===== config.mk =====
export PLATFORM = sky130hd
export DESIGN_NAME = sprite_frame_sequencer
export DESIGN_NICKNAME = d
export VERILOG_FILES = /design/src/rtl/sfs_pkg.sv /design/src/rtl/sprite_frame_sequencer.sv /design/src/rtl/sfs_cfg.sv /design/src/rtl/sfs_core.sv
export SDC_FILE = /design/constraint.sdc
export NUM_CORES = 1
export LEC_CHECK = 0
export BUFFER_PORTS_ARGS = -buffer_cell sky130_fd_sc_hd__buf_2
export CORE_MARGIN = 1.5
export CORE_UTILIZATION = 65
export CTS_CLUSTER_SIZE = 24
export DETAILED_ROUTE_END_ITERATION = 12
export GPL_TIMING_DRIVEN = 0
export PLACE_DENSITY_LB_ADDON = 0.12
export SYNTH_ARGS = -nofsm -noshare
export SYNTH_HDL_FRONTEND = slang
export SYNTH_SLANG_ARGS = --single-unit

===== constraint.sdc =====
create_clock -name clk -period 22.8 [get_ports clk]
set_input_delay 1.14 -clock clk [delete_from_list [all_inputs] [get_ports clk]]
set_output_delay 1.14 -clock clk [all_outputs]
set_load 0.005 [all_outputs]

===== src/rtl/sfs_pkg.sv =====
// ----------------------------------------------------------------------------
// sfs_pkg
// Shared types and constants of the sprite frame sequencer: beat structs,
// configuration register set, register indexes and operation codes.
// ----------------------------------------------------------------------------
package sfs_pkg;

  localparam int NOTIFY_SLOTS_DEF = 4;
  localparam int FRAME_BITS_DEF   = 8;

  localparam int CFG_IDX_W  = 3;
  localparam int CFG_DATA_W = 32;
  localparam int HIT_W      = 4;
  localparam int SLOT_W     = 8;

  localparam logic OP_ADVANCE = 1'b0;
  localparam logic OP_CLEAR   = 1'b1;

  typedef enum logic [CFG_IDX_W-1:0] {
    REG_FRAME_TIME    = 3'd0,
    REG_PLAY_RATE     = 3'd1,
    REG_FRAME_COUNT   = 3'd2,
    REG_PLAY_MODE     = 3'd3,
    REG_NOTIFY_FRAMES = 3'd4,
    REG_NOTIFY_ENABLE = 3'd5
  } cfg_reg_t;

  typedef struct packed {
    logic        operation;
    logic [15:0] delta_time;
  } in_beat_t;

  typedef struct packed {
    logic [7:0]       frame_index;
    logic             finished;
    logic [HIT_W-1:0] notify_hits;
  } out_beat_t;

  typedef struct packed {
    logic [31:0]      frame_time;
    logic [15:0]      play_rate;
    logic [7:0]       frame_count;
    logic [1:0]       play_mode;
    logic [31:0]      notify_frames;
    logic [HIT_W-1:0] notify_enable;
  } cfg_t;

  localparam cfg_t CFG_RESET = '{
    frame_time:    32'h0001_0000,
    play_rate:     16'h0100,
    frame_count:   8'd0,
    play_mode:     2'b10,
    notify_frames: 32'd0,
    notify_enable: '0
  };

endpackage


===== src/rtl/sprite_frame_sequencer.sv =====
// ----------------------------------------------------------------------------
// sprite_frame_sequencer
// Sprite animation frame stepper with looping, reverse play and notifies.
//
// in_ channel: one beat per tick or clear (operation, delta_time).
// out_ channel: exactly one beat per input beat, in order (frame_index,
//   finished, notify_hits).
// cfg_ port: write-only register file, written when cfg_we is high; write it
//   only while no beat is in flight.
// Path: an accepted beat waits in the input register and is stepped into the
//   output register, driven on out_, once the output is free.
// Throughput: one beat per cycle unless out_ stalls; the step (16x16 multiply,
//   saturating add, frame compare, notify compares) sits between the input
//   and output registers, and the state loop closes in that same cycle.
// Reset: config registers return to their reset values,
//   frame and time cleared, no notify marked, both stages empty.
// Stall: a held out_ beat keeps its value; one more beat waits in the input
//   register, after which in_ready drops.
// ----------------------------------------------------------------------------
module sprite_frame_sequencer #(
  parameter int NOTIFY_SLOTS = sfs_pkg::NOTIFY_SLOTS_DEF,
  parameter int FRAME_BITS   = sfs_pkg::FRAME_BITS_DEF
) (
  input  logic                            clk,
  input  logic                            rst_n,
  input  logic                            in_valid,
  output logic                            in_ready,
  input  sfs_pkg::in_beat_t               in_data,
  output logic                            out_valid,
  input  logic                            out_ready,
  output sfs_pkg::out_beat_t              out_data,
  input  logic                            cfg_we,
  input  logic [sfs_pkg::CFG_IDX_W-1:0]   cfg_index,
  input  logic [sfs_pkg::CFG_DATA_W-1:0]  cfg_wdata
);
  import sfs_pkg::*;

  logic      in_vld_r, in_vld_nxt;
  in_beat_t  in_item_r;
  logic      out_vld_r, out_vld_nxt;
  out_beat_t out_data_r;
  out_beat_t step_res;
  cfg_t      cfg;
  logic      adv;

  assign adv        = in_vld_r && (!out_vld_r || out_ready);
  assign in_ready   = !in_vld_r || adv;
  assign in_vld_nxt = (in_valid && in_ready) || (in_vld_r && !adv);
  assign out_vld_nxt = adv || (out_vld_r && !out_ready);

  sfs_cfg u_cfg (
    .clk       (clk),
    .rst_n     (rst_n),
    .cfg_we    (cfg_we),
    .cfg_index (cfg_index),
    .cfg_wdata (cfg_wdata),
    .cfg       (cfg)
  );

  sfs_core #(
    .NOTIFY_SLOTS (NOTIFY_SLOTS),
    .FRAME_BITS   (FRAME_BITS)
  ) u_core (
    .clk     (clk),
    .rst_n   (rst_n),
    .step_en (adv),
    .item    (in_item_r),
    .cfg     (cfg),
    .res     (step_res)
  );

  always_ff @(posedge clk) begin
    if (!rst_n) begin
      in_vld_r  <= 1'b0;
      out_vld_r <= 1'b0;
    end else begin
      in_vld_r  <= in_vld_nxt;
      out_vld_r <= out_vld_nxt;
    end
  end

  always_ff @(posedge clk) begin
    if (in_valid && in_ready) begin
      in_item_r <= in_data;
    end
    if (adv) begin
      out_data_r <= step_res;
    end
  end

  assign out_valid = out_vld_r;
  assign out_data  = out_data_r;

endmodule


===== src/rtl/sfs_cfg.sv =====
// ----------------------------------------------------------------------------
// sfs_cfg
// Configuration register file, written through a plain indexed write port.
// ----------------------------------------------------------------------------
module sfs_cfg (
  input  logic                              clk,
  input  logic                              rst_n,
  input  logic                              cfg_we,
  input  logic [sfs_pkg::CFG_IDX_W-1:0]     cfg_index,
  input  logic [sfs_pkg::CFG_DATA_W-1:0]    cfg_wdata,
  output sfs_pkg::cfg_t                     cfg
);
  import sfs_pkg::*;

  cfg_t cfg_r;
  cfg_t cfg_nxt;

  always_comb begin
    cfg_nxt = cfg_r;
    if (cfg_we) begin
      case (cfg_index)
        REG_FRAME_TIME:    cfg_nxt.frame_time    = cfg_wdata;
        REG_PLAY_RATE:     cfg_nxt.play_rate     = cfg_wdata[15:0];
        REG_FRAME_COUNT:   cfg_nxt.frame_count   = cfg_wdata[7:0];
        REG_PLAY_MODE:     cfg_nxt.play_mode     = cfg_wdata[1:0];
        REG_NOTIFY_FRAMES: cfg_nxt.notify_frames = cfg_wdata;
        REG_NOTIFY_ENABLE: cfg_nxt.notify_enable = cfg_wdata[HIT_W-1:0];
        default:           cfg_nxt = cfg_r;
      endcase
    end
  end

  always_ff @(posedge clk) begin
    if (!rst_n) begin
      cfg_r <= CFG_RESET;
    end else begin
      cfg_r <= cfg_nxt;
    end
  end

  assign cfg = cfg_r;

endmodule


===== src/rtl/sfs_core.sv =====
// ----------------------------------------------------------------------------
// sfs_core
// Animation state and the combinational step: scaled time accumulate,
// frame advance or clear, end handling and notify slot matching.
// ----------------------------------------------------------------------------
module sfs_core #(
  parameter int NOTIFY_SLOTS = sfs_pkg::NOTIFY_SLOTS_DEF,
  parameter int FRAME_BITS   = sfs_pkg::FRAME_BITS_DEF
) (
  input  logic                clk,
  input  logic                rst_n,
  input  logic                step_en,
  input  sfs_pkg::in_beat_t   item,
  input  sfs_pkg::cfg_t       cfg,
  output sfs_pkg::out_beat_t  res
);
  import sfs_pkg::*;

  localparam int SLOT_LIMIT = (NOTIFY_SLOTS < HIT_W) ? NOTIFY_SLOTS : HIT_W;
  localparam int CMP_W      = ((FRAME_BITS > SLOT_W) ? FRAME_BITS : SLOT_W) + 1;

  logic [31:0]           acc_r, acc_nxt;
  logic [FRAME_BITS-1:0] frame_r, frame_nxt;
  logic [HIT_W-1:0]      called_r, called_nxt;

  logic [31:0]           prod;
  logic [32:0]           sum;
  logic [31:0]           acc_sat;
  logic                  do_step;
  logic                  reverse;
  logic                  loop_on;
  logic [CMP_W-1:0]      fc_ext;
  logic [FRAME_BITS-1:0] last_frame;
  logic [CMP_W-1:0]      fwd_ext;
  logic [CMP_W-1:0]      frame_ext;
  logic [HIT_W-1:0]      called_mid;
  logic [HIT_W-1:0]      hits;
  logic                  finished;

  assign reverse    = cfg.play_mode[0];
  assign loop_on    = cfg.play_mode[1];
  assign fc_ext     = CMP_W'(cfg.frame_count);
  assign last_frame = FRAME_BITS'(fc_ext - CMP_W'(1));
  assign fwd_ext    = CMP_W'(frame_r) + CMP_W'(1);

  assign prod    = {16'd0, item.delta_time} * {16'd0, cfg.play_rate};
  assign sum     = {1'b0, acc_r} + {9'd0, prod[31:8]};
  assign acc_sat = sum[32] ? '1 : sum[31:0];
  assign do_step = (acc_sat >= cfg.frame_time);

  always_comb begin
    acc_nxt    = acc_r;
    frame_nxt  = frame_r;
    called_mid = called_r;
    finished   = 1'b0;
    hits       = '0;
    if (item.operation == OP_CLEAR) begin
      called_mid = '0;
      if (cfg.frame_count != 8'd0) begin
        frame_nxt = reverse ? last_frame : '0;
        acc_nxt   = '0;
      end
    end else if (cfg.frame_count != 8'd0) begin
      acc_nxt = acc_sat;
      if (do_step) begin
        acc_nxt = acc_sat - cfg.frame_time;
        if (reverse) begin
          if (frame_r == '0) begin
            finished = 1'b1;
            if (loop_on) begin
              frame_nxt  = last_frame;
              called_mid = '0;
            end else begin
              frame_nxt = '0;
            end
          end else begin
            frame_nxt = frame_r - FRAME_BITS'(1);
          end
        end else begin
          if (fwd_ext >= fc_ext) begin
            finished = 1'b1;
            if (loop_on) begin
              frame_nxt  = '0;
              called_mid = '0;
            end else begin
              frame_nxt = last_frame;
            end
          end else begin
            frame_nxt = FRAME_BITS'(fwd_ext);
          end
        end
      end
      for (int k = 0; k < SLOT_LIMIT; k++) begin
        if (cfg.notify_enable[k] && !called_mid[k] &&
            (CMP_W'(cfg.notify_frames[SLOT_W*k +: SLOT_W]) == CMP_W'(frame_nxt))) begin
          hits[k] = 1'b1;
        end
      end
    end
    called_nxt = called_mid | hits;
  end

  assign frame_ext = CMP_W'(frame_nxt);

  always_comb begin
    res.frame_index = frame_ext[7:0];
    res.finished    = finished;
    res.notify_hits = hits;
  end

  always_ff @(posedge clk) begin
    if (!rst_n) begin
      acc_r    <= '0;
      frame_r  <= '0;
      called_r <= '0;
    end else if (step_en) begin
      acc_r    <= acc_nxt;
      frame_r  <= frame_nxt;
      called_r <= called_nxt;
    end
  end

endmodule


==> results of run 1 <==
==> worst min-delay path by stage <==
| stage | cells after the start | startpoint | slack [ns] | end |
|---|---|---|---|---|
| 4_1_cts | 2 | u_cfg.cfg[64] | 0.46 | u_cfg.cfg[64] |
| 5_1_grt | 2 | u_cfg.cfg[93] | 0.48 | u_cfg.cfg[93] |
| 6_report | 2 | u_cfg.cfg[64] | 0.46 | u_cfg.cfg[64] |
| 3_5_place_dp | 2 | u_core.called_r[1] | 0.44 | u_core.called_r[1] |
| 2_1_floorplan | 2 | u_core.called_r[1] | 0.42 | u_core.called_r[1] |
| 3_3_place_gp | 2 | u_core.called_r[1] | 0.43 | u_core.called_r[1] |
==> report_power, final <==
group          switching [µW]  internal [µW]
Clock                     147            169
Sequential               10.8            314
Combinational             308            203
Total                     465            686
==> critical path, delay by kind of cell, from the launching register on <==
family / cells / cell delay, ns
buffers and inverters: 10 / 3.73
flip-flops: 1 / 0.58
adder cells (fa/ha/maj): 9 / 4.09
AND/OR/NAND/NOR: 12 / 2.40
XOR/XNOR: 1 / 0.16
AO/OA/AOI/OAI: 12 / 3.11
==> kinds of logic (layout without fill, tap and decap cells) <==
group,count (synthesis),in the layout,share of synthesized area (%)
adder cells (fa/ha/maj),366,366,31.6
multiplexers,30,30,1.98
flip-flops,170,170,19.3
AO/OA/AOI/OAI,419,419,14.1
AND/OR/NAND/NOR,813,813,19.7
buffers and inverters,392,494,7.86
XOR/XNOR,118,118,5.40
==> layout by cell type (no fill, tap or decap), types with 40 or more instances in the layout <==
master | synthesis | layout
ha_1 | 171 | 171
xor2_1 | 46 | 46
nand2_1 | 422 | 422
dfxtp_1 | 140 | 140
nor2_1 | 94 | 93
a21oi_1 | 175 | 175
o21ai_0 | 55 | 55
fa_1 | 195 | 195
inv_1 | 293 | 293
xnor2_1 | 72 | 72
buf_2 | 7 | 77
and2_1 | 124 | 124
nand3_1 | 40 | 40
clkbuf_1 | 82 | 82
==> synth_stat cells (9+ instances only) <==
cell      instances
a211oi_1         11
a21o_1           32
a21oi_1         175
a31oi_1          13
a32oi_1           9
and2_1          124
and3_1           13
and4_1           10
clkbuf_1         82
dfxtp_1         140
edfxtp_1         30
fa_1            195
ha_1            171
inv_1           293
mux2_2            9
mux2i_1          14
nand2_1         422
nand2b_1         15
nand3_1          40
nand4_1          15
nor2_1           94
nor2b_1          17
nor3_1           24
o211ai_1         10
o21a_1           23
o21ai_0          55
o22ai_1           9
or3_1            13
xnor2_1          72
xor2_1           46
==> area by class of cell <==
class                           count  area share [%]
Timing Repair Buffer               70            1.70
Clock inverter                     15           0.942
Tap cell                          384            2.33
Sequential cell                   170            18.0
Inverter                          294            5.36
Buffer                             98            1.94
Multi-Input combinational cell   1746            67.7
Clock buffer                       17            2.07
==> registers in the layout (all words and copies together), names as in the netlist <==
register / cells
in_item_r: 17
in_vld_r: 1
out_data: 13
out_valid: 1
u_cfg.cfg: 94
u_core.acc_r: 32
u_core.called_r: 4
u_core.frame_r: 8
==> metal layers <==
metal / up-vias / GRT usage (%)
li1: 7762 / -
met1: 7988 / 47.9
met2: 777 / 61.8
met3: 190 / 5.98
met4: 0 / 17.8
met5: - / 0
==> stage by stage <==
| step | worst slack [ns] | cell area [µm²] | instances | util, % | hold slack, ns |
|---|---|---|---|---|---|
| finish | 8.66 | 20600 | 2794 | 71.4 | 0.457 |
| global route | 8.29 | 20600 | 2794 | 71.4 | 0.476 |
| CTS | 9.01 | 20600 | 2794 | 71.4 | 0.458 |
| detailed placement | 9.07 | 20000 | 2762 | 69.2 | 0.445 |
| global placement | 9.18 | 20000 | 2762 | 69.2 | 0.431 |
| floorplan | 12.06 | 19100 | 2308 | - | 0.421 |
==> flow_summary.ini, run 1 <==
[yosys]
ys_seq_elements = 170
synth_top_area_share_pct = 20.4
ys.flop_type = dfxtp_1
synth_area_mm2 = 0.0191
yosysUniqueCellTypes = 83
yosysTopAreaCell = fa_1
synth-edff-count = 30
synthArstFlopShare_pct = 0
ys_seq_area_share_pct = 19.3
yosysWarnings = 0
syn_nets = 2731
synth_area_leaders = fa_1 20%, dfxtp_1 15%, ha_1 11%
syn_avg_cell_area_um2 = 8.29
netlist_instances = 2308

[drt]
num_vias = 16700
viasPerCell = 5.98
initialDrtViolationCount = 1557
met1Wirelength_um = 22100
ant_nets = 0
drc = 0
dr_wl_met2_um = 25300
wl_met3_um = 4360
wl_per_cell_um = 19.6
routed_wirelength_um = 54600
dr.pass1.iters = 6
top_layer_used = met4

[critical_path]
crit_top_cell = fa_1
timing.critical_path.fanout_max = 10
critPathCapture = u_core.acc_r[5]
end_kind = flip-flop
crit_path_start_kind = flip-flop
r2r-end = u_core.acc_r[5]
crit_start = in_item_r[8]
rr_startpoint = in_item_r[8]
crit_slowest_cell = buf_1
required_ns = 23.17
arrival_ns = 14.52
r2r_cells = 44
critPathMaxStageDelay_ns = 0.65
r2r_setup_slack_ns = 8.66
critical_path_class = reg -> reg

[power]
p_total_uw = 1150
pwr_density_cell_mw_per_mm2 = 55.9
p_leak_uw = 0.00941
ir_drop_v = 0.0000714

[cells_and_area]
nets = 2820
num_antenna_cells = 0
drive_gt1_share_pct = 6.31
regArea_mm2 = 0.00370
filler_cell_count = 2373
area_growth_pct = 7.59
multi_input_area_mm2 = 0.0139

[place]
place_congestion = 0.991
port_buffers = 70
place_hpwl_um = 43900

[cts]
cts_setup_buffers = 0
cts_sinks = 170
path_clk_slew_ns = 0.08
holdBufCountCts = 0
worst_skew_pair.late_latency_ns = 0.45
clockRootBuffer = clkbuf_16
numCtsBuffers = 17
cts_tree = yes
post_cts_resized = 0
cts_max_level = 4
clock_path_buffers = 2

[die]
ios = 72
core_mm2 = 0.0289
die_area_mm2 = 0.0305
dieWidth_um = 175
fp.dieH_um = 175
rows = 62
start_util_pct = 66.3

[global_route]
grt_pass1_vias = 16700
grt_pass1_wl_um = 88300
antenna_found_initial = 0
gr-total-overflow = 0
grt_max_degree = 19
grtUsageTotal_pct = 37.3

[flow_run]
drv_cap = 0

[outcome]
status = finished, final reports clean

[timing]
period_share_pct = 62.0
fin_crit_ns = 14.14
fin_tns_setup_ns = 0
drv_slew = 0
worst_slew_pin_slew_ns = 1.39
rsz0062_at_grt = no
clock.fmax_mhz = 70.7
setup_viol = 0
hold_viol_final = 0
fin_worst_skew_ns = 0.0158
max_slew_margin_pct = 7.49

[hold_path]
hp-class = reg -> reg
Note: power is estimated with default switching activity, not from simulation.
==> run 2, diff against run 1 <==
--- a/config.mk
+++ b/config.mk
@@ -5,6 +5,7 @@
 export SDC_FILE = /design/constraint.sdc
 export NUM_CORES = 1
 export LEC_CHECK = 0
+export ABC_AREA = 1
 export BUFFER_PORTS_ARGS = -buffer_cell sky130_fd_sc_hd__buf_2
 export CORE_MARGIN = 1.5
 export CORE_UTILIZATION = 65
==> constraint.sdc (replaced) <==
create_clock -name clk -period 13.5 [get_ports clk]
set_input_delay 0.675 -clock clk [delete_from_list [all_inputs] [get_ports clk]]
set_output_delay 0.675 -clock clk [all_outputs]
set_load 0.005 [all_outputs]
==> run 2 against run 1 <==
The flow now finishes with violations (DRC). Final cell count rose by 20%. Via count up 18%. First-iteration DRC count up 33%. Die area is 5.8% higher. Flip-flop and latch count unchanged. Critical path depth grew 9. Total power grew to 2.5 times the previous value. Synthesized cell count up 24%. Fmax increased by 13%. Final area grew 5.5%. Critical path type unchanged. Largest power group unchanged.
==> flow_summary.ini, run 2 <==
[cts]
holdBufCountCts = 0
cts_sinks = 170
cts_max_level = 4
worst_skew_pair.late_latency_ns = 0.46
clock_path_buffers = 2
clockRootBuffer = clkbuf_16
cts_tree = yes
post_cts_resized = 0
path_clk_slew_ns = 0.08
cts_setup_buffers = 0
numCtsBuffers = 17

[cells_and_area]
fin_util_pct = 70.9
nets = 3375
num_antenna_cells = 0
final_common_cell = nand2_1
largest_reg_flops = 94
stdcell_area_mm2 = 0.0217
drive_gt1_share_pct = 5.94
most-common-layout-cells = 611 x nand2_1, 574 x inv_1, 217 x a21oi_1, 213 x nor2_1, 195 x fa_1
filler_cell_count = 2612
area_growth_pct = 7.22

[place]
placed_area_mm2 = 0.0211
port_buffers = 70
place_congestion = 0.992
dpl_worst_slack_ns = 1.52
place_hpwl_um = 50500

[die]
start_util_pct = 66.1
core_mm2 = 0.0307
rows = 64
die_area_mm2 = 0.0323
dieWidth_um = 180
fp.dieH_um = 180
ios = 72

[power]
pwr_density_cell_mw_per_mm2 = 135
comb_power_share_pct = 63.1
p_seq_share_pct = 19.2
p_leak_uw = 0.0115
pwr-share-clk_pct = 17.7
p_int_uw = 1410
sw_frac_of_total_pct = 51.7
ir_drop_v = 0.000122
p_sw_uw = 1510

[yosys]
ys_top_cells_by_count = 611 x nand2_1, 574 x inv_1, 217 x a21oi_1
ys.flop_type = dfxtp_1
synth_area_leaders = fa_1 19%, dfxtp_1 14%, nand2_1 11%
yosysTopAreaCell = fa_1
yosysWarnings = 0
syn_nets = 3286
yosysMostFrequentCell = nand2_1
netlist_instances = 2863
synth_top_area_share_pct = 19.3
syn_avg_cell_area_um2 = 7.08
ys_seq_elements = 170
yosysUniqueCellTypes = 51
synth_area_mm2 = 0.0203
synth-edff-count = 30
ys_seq_area_share_pct = 18.3
synthArstFlopShare_pct = 0

[critical_path]
critPathMaxStageDelay_ns = 0.60
r2r_cells = 53
r2r-end = out_data[1]
critical_path_class = reg -> reg
rr_startpoint = in_item_r[5]
r2r_setup_slack_ns = 1.04
crit_top_cell = nand2_1
required_ns = 13.71
arrival_ns = 12.67
crit_path_start_kind = flip-flop
end_kind = flip-flop
crit_slowest_cell = clkbuf_1
timing.critical_path.fanout_max = 10

[global_route]
gr-total-overflow = 0
antenna_found_initial = 0
grt_pass1_vias = 18900
grt_max_degree = 21
grtUsageTotal_pct = 38.0
grt_pass1_wl_um = 97700

[hold_path]
hp-class = in -> reg
min_to = in_item_r[15]
hold_depth = 1
hp-start = in_data[15]

[outcome]
status = finished, violations left
violations = DRC

[drt]
initialDrtViolationCount = 2067
routed_wirelength_um = 61300
drc = 1
wl_per_cell_um = 18.3
viasPerCell = 5.85
dr.pass1.iters = 10
ant_nets = 0
num_vias = 19700

[timing]
fin_tns_setup_ns = 0
rsz0062_at_grt = no
fin_crit_ns = 12.46
clock.fmax_mhz = 80.2
drv_slew = 0
setup_viol = 0
hold_viol_final = 0
whs_ns = 0.379
worst_slew_pin_slew_ns = 0.945
period_share_pct = 92.3
max_slew_margin_pct = 37.0
fin_worst_skew_ns = 0.0145
setup_ws_ns = 1.04

[flow_run]
drv_cap = 0
-- run 2: per-layer routing --
metal	part of all wire (%)	global-route usage, %	vias up	wire length [µm]
li1	-	-	9170	-
met1	41	52.1	9313	25100
met2	46	61.3	1020	28300
met3	9.6	6.08	166	5860
met4	3.3	13.3	0	2050
met5	0	0	-	0
-- run 2: power by group through the flow --
stage / combinational, µW / sequential (µW) / clock, µW
5_1_grt: 2030 / 563 / 537
6_report: 1850 / 561 / 518
3_3_place_gp: 1750 / 571 / 0
2_1_floorplan: 1330 / 565 / 0
4_1_cts: 1800 / 561 / 517
3_5_place_dp: 1790 / 572 / 0
-- run 2: cell type report --
cell class | instances | area [µm²] | area share [%]
clock inverters | 15 | 191 | 0.881
inverters | 582 | 2180 | 10.1
multi-input cells | 1998 | 13900 | 64.1
flip-flops and latches | 170 | 3700 | 17.0
clock buffers | 17 | 425 | 1.96
repair buffers | 70 | 350 | 1.61
plain buffers | 113 | 449 | 2.07
well taps | 396 | 495 | 2.28
-- run 2: how the worst max path moves through the flow --
stage,start,end,slack [ns],cells after the start
3_3_place_gp,in_item_r[5],out_data[1],1.68,53
3_5_place_dp,in_item_r[5],out_data[1],1.52,53
2_1_floorplan,in_item_r[7],out_data[2],4.23,54
5_1_grt,in_item_r[7],out_data[1],0.50,53
4_1_cts,in_item_r[5],out_data[1],1.45,53
6_report,in_item_r[5],out_data[1],1.04,53
-- run 2: worst max-delay path, delay by kind of cell, from the launching register on --
kind	cells	cell delay, ns
xor gates and xnor gates	1	0.17
buffers and inverters	14	2.71
and+or+nand+nor	22	3.10
AOI/OAI and AO/OA	7	1.82
DFF	1	0.33
adders and majority gates	9	4.08
-- run 2: logic make-up after synthesis --
kind of cell / share of synthesized area [%]
AOI/OAI and AO/OA: 13.1
xor gates and xnor gates: 3.28
adders and majority gates: 29.8
buffers and inverters: 13.0
DFF: 18.3
and+or+nand+nor: 22.5
-- run 2: stage by stage --
step	total power, µW	cells
floorplan	1890	2863
global placement	2320	3329
detailed placement	2360	3329
CTS	2880	3361
global route	3130	3361
finish	2930	3361
